### src/hw/rtl/pth_sensor_compensation_defines.svh
// Assertion macros for the sensor compensation block.
// Expects clk and rst in scope at the point of use; no other dependencies.
`ifndef PTH_SENSOR_COMPENSATION_DEFINES_SVH
`define PTH_SENSOR_COMPENSATION_DEFINES_SVH

// Implication checked at every rising edge outside reset.
`define PTHC_ASSERT_IMP(lbl, ante, cons) \
  lbl: assert property (@(posedge clk) disable iff (rst) (ante) |-> (cons)) \
    else $error("pth_sensor_compensation: implication check failed");

// Condition that must never be seen outside reset.
`define PTHC_ASSERT_NEVER(lbl, cond) \
  lbl: assert property (@(posedge clk) disable iff (rst) !(cond)) \
    else $error("pth_sensor_compensation: forbidden condition seen");

`endif

### src/hw/rtl/pthc_pkg.sv
// Shared types, constants and helpers for the sensor compensation block.
// No dependencies.
package pthc_pkg;

  // Configuration register indexes.
  localparam logic [2:0] REG_CAL_TEMP       = 3'd0;
  localparam logic [2:0] REG_CAL_PRESS_LOW  = 3'd1;
  localparam logic [2:0] REG_CAL_PRESS_HIGH = 3'd2;
  localparam logic [2:0] REG_CAL_MIXED      = 3'd3;
  localparam logic [2:0] REG_CAL_HUM        = 3'd4;

  // Pipeline depths.
  localparam int FRONT_STAGES = 14;
  localparam int DIV_STAGES   = 32;
  localparam int BACK_STAGES  = 3;
  localparam int LATENCY      = FRONT_STAGES + DIV_STAGES + BACK_STAGES;

  // Arithmetic constants of the compensation.
  localparam logic signed [31:0] P_OFFSET    = 32'sd64000;
  localparam logic signed [31:0] P_FULLSCALE = 32'sd1048576;
  localparam logic signed [31:0] P_SCALE     = 32'sd3125;
  localparam logic signed [31:0] P_ONE       = 32'sd32768;
  localparam logic signed [31:0] T_ROUND     = 32'sd128;
  localparam logic signed [31:0] H_OFFSET    = 32'sd76800;
  localparam logic signed [31:0] H_ROUND_A   = 32'sd16384;
  localparam logic signed [31:0] H_ONE_C     = 32'sd32768;
  localparam logic signed [31:0] H_ONE_E     = 32'sd2097152;
  localparam logic signed [31:0] H_ROUND_F   = 32'sd8192;
  localparam logic signed [31:0] H_MAX       = 32'sd419430400;

  // Unpacked calibration coefficients, each widened to 32 bits.
  typedef struct packed {
    logic signed [31:0] t1;
    logic signed [31:0] t2;
    logic signed [31:0] t3;
    logic signed [31:0] p1;
    logic signed [31:0] p2;
    logic signed [31:0] p3;
    logic signed [31:0] p4;
    logic signed [31:0] p5;
    logic signed [31:0] p6;
    logic signed [31:0] p7;
    logic signed [31:0] p8;
    logic signed [31:0] p9;
    logic signed [31:0] h1;
    logic signed [31:0] h2;
    logic signed [31:0] h3;
    logic signed [31:0] h4;
    logic signed [31:0] h5;
    logic signed [31:0] h6;
  } coef_t;

  // Results that travel alongside the pressure division.
  typedef struct packed {
    logic signed [31:0] temp;
    logic [16:0]        hum;
    logic               inv;
    logic               dbl;
  } side_t;

  function automatic logic signed [31:0] sext16(input logic [15:0] v);
    return $signed({{16{v[15]}}, v});
  endfunction

  function automatic logic signed [31:0] sext8(input logic [7:0] v);
    return $signed({{24{v[7]}}, v});
  endfunction

  function automatic logic signed [31:0] zext16(input logic [15:0] v);
    return $signed({16'b0, v});
  endfunction

  function automatic logic signed [31:0] zext8(input logic [7:0] v);
    return $signed({24'b0, v});
  endfunction

endpackage

### src/hw/rtl/pthc_back.sv
// Back pipeline: second-order pressure correction and the output register.
// Depends on pthc_pkg.
module pthc_back (
  input  logic                clk,
  input  logic                rst,
  input  logic                in_valid,
  input  logic [31:0]         quotient,
  input  pthc_pkg::side_t     in_side,
  input  pthc_pkg::coef_t     c,
  output logic                done,
  output logic signed [31:0]  temperature_centi,
  output logic [31:0]         pressure_pa,
  output logic [16:0]         humidity_q10,
  output logic                pressure_invalid
);

  logic [2:0]         v;
  logic [31:0]        p_sel, a_p, b_p;
  logic [28:0]        p_s3;
  logic [31:0]        a_mq;
  logic signed [31:0] a_m8, b_m8, b_mp9;
  pthc_pkg::side_t    a_side, b_side;
  logic signed [31:0] corr;

  always_ff @(posedge clk) begin
    if (rst) begin
      v <= '0;
    end else begin
      v <= {v[1:0], in_valid};
    end
  end

  // Undo the halving used to keep the numerator in range.
  always_comb begin
    p_sel = in_side.dbl ? {quotient[30:0], 1'b0} : quotient;
    p_s3  = p_sel[31:3];
  end

  always_ff @(posedge clk) begin
    a_p    <= p_sel;
    a_mq   <= {3'b0, p_s3} * {3'b0, p_s3};
    a_m8   <= $signed({2'b0, p_sel[31:2]}) * c.p8;
    a_side <= in_side;

    b_p    <= a_p;
    b_mp9  <= c.p9 * $signed({13'b0, a_mq[31:13]});
    b_m8   <= a_m8;
    b_side <= a_side;
  end

  always_comb begin
    corr = ((b_mp9 >>> 12) + (b_m8 >>> 13) + c.p7) >>> 4;
  end

  // Output register; a zero divisor forces the pressure to zero.
  always_ff @(posedge clk) begin
    temperature_centi <= b_side.temp;
    humidity_q10      <= b_side.hum;
    pressure_invalid  <= b_side.inv;
    pressure_pa       <= b_side.inv ? '0 : (b_p + $unsigned(corr));
  end

  assign done = v[2];

endmodule

### config.mk
export PLATFORM = sky130hd
export DESIGN_NAME = pthc_back
export DESIGN_NICKNAME = d
export VERILOG_FILES = /design/src/hw/rtl/pth_sensor_compensation_defines.svh /design/src/hw/rtl/pthc_pkg.sv /design/src/hw/rtl/pthc_back.sv
export SDC_FILE = /design/constraint.sdc
export NUM_CORES = 2
export LEC_CHECK = 0
export BUFFER_PORTS_ARGS = -buffer_cell sky130_fd_sc_hd__buf_2
export CORE_MARGIN = 1.5
export CORE_UTILIZATION = 60
export CTS_CLUSTER_SIZE = 25
export DETAILED_ROUTE_END_ITERATION = 12
export PLACE_DENSITY = 0.82
export SYNTH_ARGS = -nofsm -noshare
export SYNTH_HDL_FRONTEND = slang
export SYNTH_SLANG_ARGS = --single-unit
### constraint.sdc
create_clock -name clk -period 10.35 [get_ports clk]
set_clock_uncertainty 0.1 [all_clocks]
set_input_delay 1.035 -clock clk [delete_from_list [all_inputs] [get_ports clk]]
set_output_delay 1.035 -clock clk [all_outputs]
set_load 0.1 [all_outputs]
==> flow_summary.toml <==
[worst_hold_path]
hold_class = "reg -> reg"

[clock_tree]
cts_tree = "done"
cts_buffer_depth = 3
cts_setup_buffers = 0
cts_buffers = 37
clk_latency_ps = 580
cts.repair.resized = 0
htreeDepth = 2
clk_pin_slew_ps = 60
cts.sinks = 326
cts_root_buf = "clkbuf_16"
holdBufCountCts = 0

[setup_path]
cp-end-kind = "register"
path_class = "in -> reg"
critical_path_arrival_ps = 9630
worstPathRequired_ps = 10700
worstSetupStartpointType = "input port"
path_max_fanout = 19

[finish]
fin_nets = 7646
final_cell_mix = "inv_1 (1255), fa_1 (1143), nand2_1 (722)"
layout_commonest_cell = "inv_1"
synthToLayoutAreaGrowth_pct = 7.38
drive_gt1_frac = 0.0783

[grt]
grt_max_degree = 47
grt_first_pass_wirelength_mm = 219
grtUsageTotal = 0.336
grt_pass1_vias = 40700
antenna_found_initial = 16
grt_remaining_overflow = 0

[drt]
wl_per_cell_um = 21.0
drtPass1Iterations = 6
ant_nets = 0
routed_wl_mm = 138
num_vias = 36500
viasPerCell = 5.55
drtIter0Drc = 2707
drc = 0

[sta]
hold_ws_ps = 211
finalSetupTns_ps = 0
worstMarginPinSlew_ps = 1260
setup_viol = 0
finalHoldViolations = 0
post-route-min-period_ps = 9270
fin_ws_ps = 1080
finalCritPeriodShare = 0.896
rsz0062_at_grt = "no"
slew_viol_final = 0
max_slew_margin = 0.158
fmax_mhz = 108

[yosys]
synth_fa_ha_area_frac = 0.550
ys.flop_type = "dfxtp_1"
async_flop_share = 0
synth_simple_gate_area_frac = 0.135
synth_mux_area_frac = 0.00724
syn_inst = 5282
synth_compound_area_frac = 0.0330
synth_seq_area_share = 0.129
avgSynthCellArea_um2 = 9.55
syn-num-nets = 7477
synth_edf_count = 0
ys_types = 69
synth_top_family_by_area = "adder cells"
synth.top_cell.area_share = 0.453
yosys_warnings = 0
netlist_area_mm2 = 0.0505
synth_top_area_cell = "fa_1"
synth_seq_cells = 326
netlist_top_cells_area = "fa_1 (45%), dfxtp_1 (13%), ha_1 (9.7%)"
synth-xor-area-share = 0.0361

[floorplanning]
fp.dieH_um = 293
start_util = 0.605
dieWidth_um = 293
row_count = 106
core_mm2 = 0.0834
ios = 745
die_area_mm2 = 0.0858

[run]
cap_violations = 0

[placement]
hpwl_mm = 109
pre_cts_ws_ps = 612
gp_congestion = 0.934
io_buffers = 264

[run_status]
status = "completed"
==> cell families (layout without fill, tap and decap cells) <==
kind of cell / count (synthesis) / after routing
adder cells (fa/ha/maj): 1533 / 1533
AND/OR/NAND/NOR: 1464 / 1464
flip-flops: 326 / 326
buffers and inverters: 1468 / 1664
multiplexers: 32 / 32
AO/OA/AOI/OAI: 251 / 251
other: 0 / 8
XOR/XNOR: 208 / 208
==> final cells by class <==
type	count	area, um2
clock buffer	48	1020
sequential	326	6530
antenna	8	20.0
fill	6313	29200
multi-input combinational	3488	38400
clock inverter	18	243
tap	1080	1350
timing repair buffer	338	1890
inverter	1260	4730
==> critical path, cell delays in order <==
cell and delay [ps]:
buf_2 540, mux2i_1 210, inv_1 720, nand2_1 280
fa_1 600, inv_1 50, fa_1 430, fa_1 550
inv_1 50, fa_1 490, inv_1 40, ha_1 260
ha_1 290, fa_1 490, inv_1 50, fa_1 520
inv_1 50, ha_1 280, a22o_1 210, nor4_1 620
a21oi_1 210, o22ai_1 340, o22a_1 270, o211ai_1 270
a211oi_1 450, o21bai_1 150, xor2_1 160
==> flip-flops by register name, summed over array words and instances (netlist names), 19 cells and up <==
name and cells:
a_side 50, b_side 50, b_p 32, pressure_pa 32, temperature_centi 32, a_p 31
a_mq 20, b_mp9 20, a_m8 19, b_m8 19
==> synthesized netlist by cell type, drive strengths merged (3+ instances only) <==
cell / number
o211ai: 4
nor2: 213
fa: 1143
mux2: 4
ha: 390
buf: 17
nor4: 4
xor2: 52
a211o: 5
or3: 6
inv: 1258
and2: 390
and4: 6
o22ai: 3
nor2b: 25
a21oi: 78
nand2: 722
a21o: 38
nand2b: 16
a31oi: 9
or2: 3
mux2i: 28
a211oi: 14
nand4: 6
nor3: 29
o31a: 3
o21bai: 12
a31o: 3
and3: 9
xnor2: 156
nand3: 25
dfxtp: 326
o31ai: 4
clkbuf: 191
o21ai: 38
o21a: 22
==> metal layers <==
metal,GRT usage,share of wire,up-vias
li1,-,-,15700
met1,0.410,0.36,18200
met2,0.537,0.46,1997
met3,0.0834,0.11,541
met4,0.211,0.073,10
met5,0,0.00049,-
==> worst paths after layout <==
kind	startpoint	end	slack (ps)	depth (start not counted)
max	in_side[0]	a_mq[29]	1080	27
min	a_p[20]	b_p[20]	210	0
max reg2reg	a_mq[16]	b_mp9[31]	2350	24
min reg2reg	a_p[20]	b_p[20]	210	0
==> per-stage QoR <==
stage | utilization | instances | instance area [um2]
finish | 0.650 | 6566 | 54200
global placement | 0.634 | 6492 | 52900
floorplan | - | 5282 | 50500
CTS | 0.649 | 6558 | 54200
global route | 0.649 | 6558 | 54200
detailed placement | 0.634 | 6492 | 52900
Power is left out: the tool's default activity adds up to more than one toggle a clock period on the data nets, which glitch-free logic cannot reach.
